`config.mk`:
```
export PLATFORM = sky130hd
export DESIGN_NAME = cht_ctrl
export DESIGN_NICKNAME = d
export VERILOG_FILES = /design/src/sv/cht_pkg.sv /design/src/sv/cht_ctrl.sv
export SDC_FILE = /design/constraint.sdc
export NUM_CORES = 1
export LEC_CHECK = 0
export BUFFER_PORTS_ARGS = -buffer_cell sky130_fd_sc_hd__buf_2
export CAP_MARGIN = 20
export CORE_AREA = 2 2 39 41
export DETAILED_ROUTE_END_ITERATION = 16
export DIE_AREA = 0 0 41 43
export GPL_TIMING_DRIVEN = 0
export HOLD_SLACK_MARGIN = 0.06
export SETUP_SLACK_MARGIN = 0.02
export SLEW_MARGIN = 0
export SYNTH_ARGS = -nofsm -noshare
export SYNTH_HDL_FRONTEND = slang
export SYNTH_SLANG_ARGS = --single-unit
export TNS_END_PERCENT = 50
```
`constraint.sdc`:
```
create_clock -name i_clk -period 1.35 [get_ports i_clk]
set_input_delay 0.0675 -clock i_clk [delete_from_list [all_inputs] [get_ports i_clk]]
set_output_delay 0.0675 -clock i_clk [all_outputs]
set_load 0.01 [all_outputs]
```
`src/sv/cht_pkg.sv`:
```
// Package of the chained hash table: codes, widths, defaults, FSM and
// control types. No dependencies.
`default_nettype none

package cht_pkg;

    localparam int BUCKETS_DEF = 64;
    localparam int NODES_DEF   = 256;

    localparam int KEY_W   = 32;
    localparam int CFG_W   = 7;
    localparam int REM_W   = CFG_W + 1;
    localparam int DIV_STEPS = KEY_W;
    localparam int CNT_W   = $clog2(DIV_STEPS + 1);
    localparam int REQ_W   = 2;
    localparam int ST_W    = 2;

    localparam logic [CFG_W-1:0] TSIZE_RESET = CFG_W'(64);

    localparam logic [REQ_W-1:0] REQ_INSERT = 2'd0;
    localparam logic [REQ_W-1:0] REQ_LOOKUP = 2'd1;
    localparam logic [REQ_W-1:0] REQ_DELETE = 2'd2;

    localparam logic [ST_W-1:0] ST_OK   = 2'd0;
    localparam logic [ST_W-1:0] ST_MISS = 2'd1;
    localparam logic [ST_W-1:0] ST_FULL = 2'd2;
    localparam logic [ST_W-1:0] ST_BAD  = 2'd3;

    typedef enum logic [3:0] {
        S_IDLE,
        S_DIV,
        S_HEAD,
        S_DISP,
        S_INS,
        S_WALK,
        S_CMP,
        S_DEL,
        S_DONE
    } t_state;

    typedef struct packed {
        logic accept;
        logic div_step;
        logic rd_free;
        logic ins;
        logic adv;
        logic hit;
        logic free_node;
        logic push;
    } t_cmd;

    typedef struct packed {
        logic             div_done;
        logic [REQ_W-1:0] req;
        logic             cur_nil;
        logic             key_match;
        logic             slot_free;
    } t_sts;

endpackage

`default_nettype wire

```
`src/sv/cht_ctrl.sv`:
```
// Controller FSM of the chained hash table: sequences the modulo, the head
// read, the chain walk and the result hand-off. Depends on cht_pkg.
`default_nettype none

module cht_ctrl (
    input  wire logic          i_clk,
    input  wire logic          i_rst_n,
    input  wire logic          i_in_valid,
    output logic               o_in_ready,
    input  wire cht_pkg::t_sts i_sts,
    output cht_pkg::t_cmd      o_cmd
);

    cht_pkg::t_state r_state;
    cht_pkg::t_state n_state;

    always_ff @(posedge i_clk) begin
        if (!i_rst_n) begin
            r_state <= cht_pkg::S_IDLE;
        end else begin
            r_state <= n_state;
        end
    end

    always_comb begin
        n_state    = r_state;
        o_cmd      = '0;
        o_in_ready = 1'b0;
        unique case (r_state)
            cht_pkg::S_IDLE: begin
                o_in_ready = 1'b1;
                if (i_in_valid) begin
                    o_cmd.accept = 1'b1;
                    n_state      = cht_pkg::S_DIV;
                end
            end
            cht_pkg::S_DIV: begin
                if (i_sts.div_done) begin
                    n_state = cht_pkg::S_HEAD;
                end else begin
                    o_cmd.div_step = 1'b1;
                end
            end
            // The head RAM read is in flight during this cycle.
            cht_pkg::S_HEAD: n_state = cht_pkg::S_DISP;
            cht_pkg::S_DISP: begin
                o_cmd.rd_free = 1'b1;
                priority if (i_sts.req == cht_pkg::REQ_INSERT) begin
                    n_state = cht_pkg::S_INS;
                end else if (i_sts.req == cht_pkg::REQ_LOOKUP ||
                             i_sts.req == cht_pkg::REQ_DELETE) begin
                    n_state = cht_pkg::S_WALK;
                end else begin
                    n_state = cht_pkg::S_DONE;
                end
            end
            cht_pkg::S_INS: begin
                o_cmd.ins = 1'b1;
                n_state   = cht_pkg::S_DONE;
            end
            cht_pkg::S_WALK: begin
                n_state = i_sts.cur_nil ? cht_pkg::S_DONE : cht_pkg::S_CMP;
            end
            cht_pkg::S_CMP: begin
                if (i_sts.key_match) begin
                    o_cmd.hit = 1'b1;
                    n_state   = (i_sts.req == cht_pkg::REQ_DELETE) ? cht_pkg::S_DEL
                                                                   : cht_pkg::S_DONE;
                end else begin
                    o_cmd.adv = 1'b1;
                    n_state   = cht_pkg::S_WALK;
                end
            end
            cht_pkg::S_DEL: begin
                o_cmd.free_node = 1'b1;
                n_state         = cht_pkg::S_DONE;
            end
            cht_pkg::S_DONE: begin
                if (i_sts.slot_free) begin
                    o_cmd.push = 1'b1;
                    n_state    = cht_pkg::S_IDLE;
                end
            end
            default: n_state = cht_pkg::S_IDLE;
        endcase
    end

endmodule

`default_nettype wire

```
# Yosys cells after proc, flatten, opt, wreduce, memory -nomap -nowiden

Index checks and enable logic that the tools add are counted.

Bits in registers: 4
Output and inout bits: 9
Input bits: 9

Multiplexer cells: 22
Eq/ne operators: 13
Reduce and logical (&&, ||, !) cells: 5

Operators by type and width:

| kind                                                             | count |
|---|---|
| 4-bit two-way mux                                                | 8 |
| 4-bit one-hot mux with 8 select lines                            | 1 |
| 4-bit by 3-bit == test with 1-bit output (second input constant) | 4 |
| 1-bit two-way mux                                                | 12 |
| 4-bit by 2-bit == test with 1-bit output (second input constant) | 2 |
| 2-bit != test (second input constant)                            | 3 |
| 4-bit by 1-bit == test with 1-bit output (second input constant) | 1 |
| 4-bit == test (second input constant)                            | 1 |
| 4-bit logical NOT                                                | 1 |
| 3-bit AND reduction                                              | 1 |
| 2-bit by 1-bit == test with 1-bit output (second input constant) | 1 |
| 2-bit == test (second input constant)                            | 1 |
| 2-bit logical NOT                                                | 1 |
| 2-bit two-way mux                                                | 1 |
| 2-bit OR reduction                                               | 1 |
| 1-bit logical OR                                                 | 1 |

# Longest topological paths before layout

Gate-level depths: netlist of the first run.

Word-level depth: 5
Gate-level depth with buffers: 6
Gate-level depth less buffers: 5

# Worst setup path before layout of the first run

Ideal clock, no wire load.

Path kind: reg-to-output
From: reg r_state[0]
To: out o_cmd[7] (netlist bit)
Arrival: 1.191 ns
Path buffers: 1
Slack: 0.092 ns
Cell stages (with the launch flop): 4
Required time: 1.283 ns
Cell sequence: dfxtp_1 -> buf_4 -> nor4_1 -> and2_1

RTL lines:

| what                   | line           | source |
|---|---|---|
| start, declared        | cht_ctrl.sv:14 | `cht_pkg::t_state r_state;` |
| start signal, assigned | cht_ctrl.sv:19 | `r_state <= cht_pkg::S_IDLE;` |
| start signal, assigned | cht_ctrl.sv:21 | `r_state <= n_state;` |
| end, declared          | cht_ctrl.sv:11 | `output cht_pkg::t_cmd o_cmd` |

==> metrics, run 1 <==
drt pass-1 iters 4; fin crit share 99.2%; pin slew with the least headroom to its limit 0.275 ns; largest net degree at the start of global routing 11; most frequent cells in the layout 15 x buf_2, 5 x inv_1, 5 x buf_6; Syn Nets 61; antenna-violating nets left 0; CTS tree done; routed len/inst 11.9 um; iteration-0 DRC count of the detailed router 3; Top Registers r_state: 4 flops; setup slack after layout 0.0107 ns; max reg flops 4; Finish-stage setup viols 0; clock latency on the worst-skew pair 0.23 ns; first-pass GRT wire length 1.46 mm; CP arrival 1.27 ns; gr ovfl total 0; grt peak-use layer met2; final std cells w/o fill 90; sequential area share after synthesis 20.4%; placer congestion estimate 0.715; Setup Skew 0.000163 ns; Slowest-stage cell, CP and4bb_4; final hold vios 0; placed insts 83; share of cells above drive strength 1 55.4%; Critical Path, Cell by Cell buf_6, and4bb_4, nand2_2, inv_2, buf_6; Max Cap Violations 0; P_leak 0.279 nW; DP Wirelength 725 um; Syn Std Cell Area 392 um2; initial antenna violation count 0; most common cell after layout, fill and taps aside buf_2; Synth Warn # 0; worst setup path class reg -> out; slowest stage delay, CP 0.35 ns; clock tree buffer depth 2; filler instances 142; outcome finished clean; Synth cell types 27; Crit path max-delay family simple AND/OR/NAND/NOR gates; drt total wl 1.07 mm; largest register by flop count r_state; DIE AREA 1760 um2; Core Box Area 1380 um2; total power draw 0.512 mW; overall via count from detail_route 467; fin crit period 1.34 ns; RSZ-0062 raised after global routing yes; Area Growth Syn to Fin 57.5%; die height 43 um; TritonCTS Buffers 3; met3 GRT Util 4.71%; Initial Utilization 28.3%; met1 Use GR 16.4%; Max VDD drop 0.447 mV; cells after synthesis 50; Worst EP required 1.28 ns; DRC 0; Antenna Cells 0; clk sink count 4; Worst Hold Class in -> reg; Port Buf Inserts 17; nets@finish 87; max-slew violations 0; IO Count 18; hold buffers post-CTS 0; clock slew at reported path FFs 0.04 ns; GRT Total Usage 12.0%; Fmax achieved 747 MHz; floorplan row count 14; #FFs+latches synth 4; vias in the first global route 378; CTS Root Cell clkbuf_4; endpoint class of the critical path output port; maximum fanout along the worst path 8; setup TNS 0 ns; CP startpoint kind flip-flop; Avg Cell Area, Syn 7.83 um2; DP Worst Slack 0.0670 ns; number of H-tree levels 1; Rel. slew slack 81.6%; power per cell area 829 nW/um2; DR vias/cell 5.19; cell repeated most along the worst path buf_6; worst path buffer plus inverter count 3; Chip Width 41 um; Global Route met2 Usage 17.8%
[cell usage after synthesis]
cell	instances	area (um2)
o21ai_1	3	15.0
and4bb_4	1	16.3
nand2b_1	4	25.0
mux2_4	1	15.0
nor4_1	2	12.5
dfxtp_1	4	80.1
a21boi_0	1	7.51
inv_2	1	3.75
a221oi_2	1	15.0
nand2_1	2	7.51
nor4b_1	1	8.76
ha_1	2	25.0
inv_1	5	18.8
buf_4	1	7.51
o32a_1	1	10.0
nor2_1	4	15.0
a21oi_1	1	5.00
o21ai_0	1	5.00
nor3_1	2	10.0
nand2_2	1	6.26
o21a_1	2	15.0
o211ai_1	1	7.51
o311ai_2	1	16.3
o22ai_1	1	6.26
and2_1	3	18.8
o22a_1	1	8.76
buf_2	2	10.0
[worst register-to-register path, delay by kind of cell, from the launching register on]
kind | cells | cell delay, ns
flops | 1 | 0.33
buf+inv | 2 | 0.27
compound gates | 3 | 0.64
[cell families (layout without fill, tap and decap cells)]
family,Yosys count,after routing,share of synthesized area [%]
AOI/OAI and AO/OA,14,14,28.4
adders and majority gates,2,2,6.39
buffers and inverters,9,33,10.2
DFF,4,4,20.4
muxes,1,1,3.83
and+or+nand+nor,20,20,30.7
[what timing repair did]
action                                  in CTS  in global routing
buffers inserted                             2                  2
hold endpoints to repair                     0                  0
gates resized for setup                      8                  9
endpoints found under the setup margin       5                  8
pin swaps                                    2                  3
[worst paths after layout]
kind | to | start | slack (ns) | depth (start not counted)
setup / recovery | o_cmd[2] | r_state[0] | 0.01 | 5
hold / removal | r_state[3] | i_rst_n | 0.1 | 2
setup reg to reg | r_state[3] | r_state[2] | 0.05 | 5
hold reg to reg | r_state[1] | r_state[3] | 0.61 | 3
[per-layer routing]
metal / vias up / share of wire, %
li1: 226 / -
met1: 212 / 40
met2: 27 / 49
met3: 2 / 9.9
met4: 0 / 0.93
met5: - / 0
[power breakdown]
part           internal [mW]  switching (mW)
Sequential             0.130         0.00763
Combinational          0.116           0.114
Clock                 0.0991          0.0441
[metrics by stage]
stage               hold WS, ns  util [%]  area (um2)
floorplan                 0.182         -         392
global placement          0.331      35.9         497
detailed placement        0.335      35.9         497
CTS                      0.0928      41.0         568
global route              0.104      44.6         617
finish                   0.0968      44.6         617
[final cells by class]
cell class / count / area (um2) / share of cell area (%)
inverter: 6 / 22.5 / 3.65
tap: 16 / 20.0 / 3.25
buffer: 3 / 33.8 / 5.48
clock buffer: 3 / 22.5 / 3.65
sequential: 4 / 86.3 / 14.0
timing repair buffer: 21 / 128 / 20.7
multi-input combinational: 37 / 304 / 49.3
Power figures use the tool's default switching activity.
==> run 2: changes to the inputs <==
Settings changed: ABC_AREA set to 1.
==> run 2 against run 1 <==
Worst setup slack better by 0.072 ns; global-route usage is 0.19 points higher; utilization is 4.8 points lower; clock skew is 0.00083 ns higher; sequential power is 8% higher; total power is 5.3% lower; routed wire length is 13% lower; non-clock buffer count is 6 lower; clock power is 5% higher; via count is 0.86% lower; area after synthesis is 2.2% higher; die area stayed put.
==> metrics, run 2 <==
outcome finished clean; RSZ-0062 raised after global routing yes; commonest cells in the synthesized netlist 15 x inv_1, 13 x nand2_1, 12 x nor2_1; Syn Nets 80 (+31%); Synth async-reset ratio 0% (unchanged); most common cell after layout, fill and taps aside buf_2; maximum fanout along the worst path 4 (-4); iteration-0 DRC count of the detailed router 8 (+5); Synth Area in Compound Gates 5.63% (-23 points); Setup Skew 0.000995 ns (+0.000832 ns); worst r2r src r_state[1]; DIE AREA 1760 um2 (unchanged); share of cells above drive strength 1 35.6% (-20 points); largest net degree at the start of global routing 8 (-3); die height 43 um (unchanged); dpl cell area 505 um2 (+1.8%); nets@finish 103 (+18%); sequential area share after synthesis 20.0% (-0.45 points); Hold Crit Endpoint r_state[0]; DP Wirelength 756 um (+4.3%); Area Growth Syn to Fin 37.5%; P_leak 0.329 nW (+18%); placed insts 102 (+23%); Worst EP required 1.28 ns (about the same); CTS tree done; Top Registers r_state: 4 flops; Worst Hold Class in -> reg; EDFF count, synth 0 (unchanged); clock slew at reported path FFs 0.04 ns (about the same); final std cells w/o fill 106 (+18%); clock latency on the worst-skew pair 0.24 ns (about the same); final hold vios 0 (unchanged); Chip Width 41 um (unchanged); Synth cell types 16 (-41%); most numerous cell in the Yosys netlist inv_1; dominant synthesized flop cell dfxtp_1; cells after synthesis 69 (+38%); Antenna Cells 0 (unchanged); max-slew violations 0 (unchanged); GRT Total Usage 12.2% (+0.19 points); placer congestion estimate 0.769 (+7.6%); top post-synthesis cells by area dfxtp_1 20%, inv_1 14%, nand2_1 12%; Synth area leader dfxtp_1; Max VDD drop 0.321 mV (-28%); Max Cap Violations 0 (unchanged); CTS Root Cell clkbuf_4; first-pass GRT wire length 1.48 mm (+1.4%); fin crit share 93.9% (-5.3 points); Fmax achieved 789 MHz (+5.7%); clk sink count 4 (unchanged); Critical Path, Cell by Cell inv_2, nor2_2, nand2_2, nor2_1, buf_2; clock tree buffer depth 2 (unchanged); CP startpoint kind flip-flop; Avg Cell Area, Syn 5.80 um2 (-26%); Rel. slew slack 84.9% (+3.3 points); Reg2Reg Setup Slack 0.17 ns (+0.12 ns); Crit path max-delay family flip-flops; Finish-stage setup viols 0 (unchanged); most frequent cells in the layout 17 x buf_2, 15 x inv_1, 13 x nand2_1; DRC 0 (unchanged); number of H-tree levels 1 (unchanged); flip-flop and latch area 80.1 um2 (-7.2%); Synth Area in Adders 6.25% (-0.14 points); DR vias/cell 4.37 (-16%); Hold Crit Start i_sts[5]; drt total wl 932 um (-13%); reg2reg end r_state[2]; Synth Warn # 0 (unchanged); fin crit period 1.27 ns (-0.0720 ns); IO Count 18 (unchanged); cell depth of the worst flop-to-flop path 6 (+1); largest family of logic cells by synthesized area simple AND/OR/NAND/NOR gates; #FFs+latches synth 4 (unchanged); Yosys top cell area share 20.0% (-0.45 points); largest register by flop count r_state; Initial Utilization 28.9% (+0.63 points); Synth Area in Simple Gates 52.2% (+22 points); Core Box Area 1380 um2 (unchanged); Min Hold Slack 0.135 ns (+0.0386 ns); endpoint class of the critical path output port; TritonCTS Buffers 3 (unchanged); Final Instance Area 551 um2 (-11%); slowest stage delay, CP 0.42 ns (+0.07 ns); routed len/inst 8.79 um (-26%); worst setup path class reg -> out; filler instances 166 (+17%); power per cell area 880 nW/um2 (+6.1%); gr ovfl total 0 (unchanged); initial antenna violation count 0 (unchanged); max reg flops 4 (unchanged); Port Buf Inserts 17 (unchanged); setup TNS 0 ns (unchanged); overall via count from detail_route 463 (-0.86%); post-synthesis mux area share 0% (-3.8 points); drt pass-1 iters 4 (unchanged); antenna-violating nets left 0 (unchanged); CP arrival 1.20 ns (-0.07 ns); vias in the first global route 411 (+8.7%); Syn Std Cell Area 400 um2 (+2.2%); Slowest-stage cell, CP dfxtp_1; worst path buffer plus inverter count 2 (-1); pin slew with the least headroom to its limit 0.226 ns (-0.0497 ns); hold-critical path depth 4 (+2); Synth Area in XOR/XNOR 0% (unchanged); floorplan row count 14 (unchanged); area occupied by multi-input gates 269 um2 (-12%); post-CTS setup buffers 0 (-2)
run 2: changes by cell type after synthesis, sizes merged, moves of 2 or more:
cell	change
nor2	+13
and2	-3
o21a	-2
o21ai	-2
inv	+11
nand3	+6
nand3b	+3
nand2	+11
nand2b	-4
nor4	-2
buf	-3
run 2: layout make-up:
class                      count  area share, %
inverter                      17           11.6
timing repair buffer          18           17.3
sequential                     4           14.5
tap                           16           3.64
clock buffer                   3           4.09
multi-input combinational     48           48.9
run 2: worst max path at each step:
stage                     startpoint         end  cells after the start
final                     r_state[1]    o_cmd[3]                      5
after global routing      r_state[1]    o_cmd[3]                      5
after CTS                 r_state[0]    o_cmd[6]                      5
after detailed placement  r_state[0]  r_state[1]                      7
after global placement    r_state[0]  r_state[0]                      7
after floorplan           r_state[0]  r_state[1]                      7
run 2: cells by family (layout without fill, tap and decap cells):
family                     count (synthesis)  in the layout
buffers and inverters                     17             38
and+or+nand+nor                           42             42
AOI/OAI and AO/OA                          4              4
adders and majority gates                  2              2
DFF                                        4              4
run 2: what timing repair did:
action | CTS | global route
setup endpoints to repair | 0 | 2
hold buffers | 1 | 0
hold endpoints to repair | 1 | 0
gates resized for setup | 0 | 4
run 2: layer usage:
layer	vias to the layer above	track usage, %	routed length (um)
met5	-	0	0
met4	0	8.00	10
met3	2	2.09	58
met2	16	19.4	444
met1	192	14.1	418
li1	253	-	-
run 2: per-stage QoR:
stage | setup WS (ns) | power, mW | util (%)
finish | 0.0827 | 0.485 | 39.8
global route | -0.00302 | 0.527 | 39.8
CTS | 0.0295 | 0.474 | 38.9
detailed placement | 0.182 | 0.320 | 36.5
global placement | 0.190 | 0.319 | 36.5
floorplan | 0.331 | 0.264 | -
run 2: power breakdown:
group	switching, mW	internal [mW]	total [mW]
Sequential	0.0180	0.131	0.149
Combinational	0.112	0.0730	0.185
Clock	0.0507	0.0996	0.150
run 2: worst register-to-register path: stages (launching register included):
cell      delay, ns
dfxtp_1        0.42
nand2_1        0.14
nor2_2         0.18
inv_1          0.06
o211ai_1       0.21
nand2_1        0.07
inv_1          0.05
==> run 3: changes to the inputs <==
Settings changed: BUFFER_PORTS_ARGS -buffer_cell sky130_fd_sc_hd__buf_2 to unset, DONT_BUFFER_PORTS set to 1, TNS_END_PERCENT 50 to unset.
==> run 3 against run 2 <==
Utilization fell by 5.4 points; die area did not move; clock-buffer cell count did not move; critical path type unchanged; largest power group unchanged; non-clock buffer count fell by 16; maximum frequency rose by 3.4%.
==> metrics, run 3 (synthesized netlist as in run 2, its figures left out) <==
outcome finished clean; power per cell area 948 nW/um2 (+7.7%); final hold vios 0 (unchanged); combinational power share 34.2% (-4.0 points); Slowest-stage cell, CP dfxtp_1; slowest stage delay, CP 0.34 ns (-0.08 ns); nets@finish 87 (-16%); number of H-tree levels 1 (unchanged); DP Wirelength 710 um (-6.1%); TritonCTS Buffers 3 (unchanged); max reg flops 4 (unchanged); iteration-0 DRC count of the detailed router 16 (+8); Reg2Reg Setup Slack 0.20 ns (+0.03 ns); largest register by flop count r_state; Clk pwr share 33.3% (+2.3 points); Worst EP required 1.28 ns (about the same); internal power 0.282 mW (-7.3%); most frequent cells in the layout 15 x inv_1, 13 x nand2_1, 11 x nor2_1; total power draw 0.451 mW (-7.0%); setup TNS 0 ns (unchanged); clock latency on the worst-skew pair 0.24 ns (about the same); Min Hold Slack 0.105 ns (-0.0300 ns); Top Registers r_state: 4 flops; Initial Utilization 28.9% (unchanged); Antenna Cells 0 (unchanged); cell repeated most along the worst path nor2_1; CP startpoint kind flip-flop; GRT Total Usage 10.9% (-1.3 points); filler instances 163 (-1.8%); DP Worst Slack 0.166 ns (-0.0161 ns); CTS Root Cell clkbuf_4; antenna-violating nets left 0 (unchanged); pin slew with the least headroom to its limit 0.327 ns (+0.102 ns); reg2reg end r_state[2]; fin crit share 90.8% (-3.1 points); Fmax achieved 816 MHz (+3.4%); initial antenna violation count 0 (unchanged); DRC 0 (unchanged); RSZ-0062 raised after global routing no; overall via count from detail_route 417 (-9.9%); Critical Path, Cell by Cell nor2_1, inv_1, nor2_1; worst setup path class reg -> out; Max VDD drop 0.442 mV (+38%); largest net degree at the start of global routing 8 (unchanged); Chip Width 41 um (unchanged); worst r2r src r_state[0]; CP arrival 1.16 ns (-0.04 ns); Worst Setup SP r_state[0]; most common cell after layout, fill and taps aside inv_1; DIE AREA 1760 um2 (unchanged); cell depth of the worst flop-to-flop path 6 (unchanged); routed len/inst 9.81 um (+12%); IO Count 18 (unchanged); first-pass GRT wire length 1.30 mm (-12%); die height 43 um (unchanged); Area Growth Syn to Fin 18.8%; Port Buf Inserts 0 (-17); max-slew violations 0 (unchanged); net load switching power 0.169 mW (-6.3%); placed insts 85 (-17%); dpl cell area 420 um2 (-17%); Sequential Power Share 32.4% (+1.6 points); Setup Skew 0.000635 ns (-0.000360 ns); setup slack after layout 0.125 ns (+0.0421 ns); Net Sw Frac 37.5% (+0.25 points); maximum fanout along the worst path 4 (unchanged); Max Cap Violations 0 (unchanged); gr ovfl total 0 (unchanged); placer congestion estimate 0.777 (+0.99%); CTS tree done; Final Util 34.4% (-5.4 points); clock slew at reported path FFs 0.04 ns (about the same); clk sink count 4 (unchanged); P_leak 0.254 nW (-23%); fin crit period 1.23 ns (-0.0421 ns); Final Instance Area 475 um2 (-14%); DR vias/cell 4.63 (+6.1%); final std cells w/o fill 90 (-15%); drt pass-1 iters 4 (unchanged); drt total wl 883 um (-5.3%); vias in the first global route 349 (-15%); Core Box Area 1380 um2 (unchanged); Finish-stage setup viols 0 (unchanged); endpoint class of the critical path output port; Rel. slew slack 78.1% (-6.9 points); clock tree buffer depth 2 (unchanged); share of cells above drive strength 1 18.9% (-17 points); Critical Path Sink o_cmd[4]; floorplan row count 14 (unchanged); Worst Hold Class in -> reg
[run 3: cell count changes in the layout (fill, tap and decap cells not counted), sizes merged]
cell and delta:
buf -17, dlygate4sd3 +1
[run 3: worst min path at each step]
stage / start / end / slack [ns] / cells past startpoint
finish: i_sts[2] / r_state[3] / 0.11 / 4
global route: i_sts[2] / r_state[3] / 0.14 / 4
CTS: i_sts[2] / r_state[3] / 0.11 / 4
detailed placement: i_rst_n / r_state[2] / 0.17 / 2
global placement: i_rst_n / r_state[2] / 0.17 / 2
floorplan: i_rst_n / r_state[2] / 0.17 / 2
[run 3: power groups by stage]
stage | combinational (mW) | clock, mW | sequential (mW)
floorplan | 0.120 | 0 | 0.144
global placement | 0.141 | 0 | 0.147
detailed placement | 0.141 | 0 | 0.147
CTS | 0.148 | 0.158 | 0.146
global route | 0.178 | 0.164 | 0.147
finish | 0.154 | 0.150 | 0.146
[run 3: cell type report]
cell class	count	area (um2)	area share, %
Tap cell	16	20.0	4.21
Inverter	17	63.8	13.4
Sequential cell	4	80.1	16.8
Clock buffer	3	22.5	4.74
Multi-Input combinational cell	48	269	56.6
Timing Repair Buffer	2	20.0	4.21
[run 3: routing by layer]
| metal | routed length [um] | GRT usage, % | share of wire, % | up-vias |
|---|---|---|---|---|
| li1 | - | - | - | 218 |
| met1 | 411 | 13.5 | 47 | 185 |
| met2 | 406 | 15.9 | 46 | 14 |
| met3 | 65 | 5.24 | 7.4 | 0 |
| met4 | 0 | 4.00 | 0 | 0 |
| met5 | 0 | 0 | 0 | - |
[run 3: what timing repair did]
item                                   4_1_cts  5_1_grt
hold buffers                                 2        0
gates resized for setup                      0        3
buffers inserted                             0        0
endpoints found under the hold margin        4        0
setup endpoints to repair                    0        3
[run 3: worst max-delay path, delay by kind of cell, from the launching register on]
kind	cells	cell delay, ns
simple gates	2	0.46
flops	1	0.34
buf+inv	1	0.12
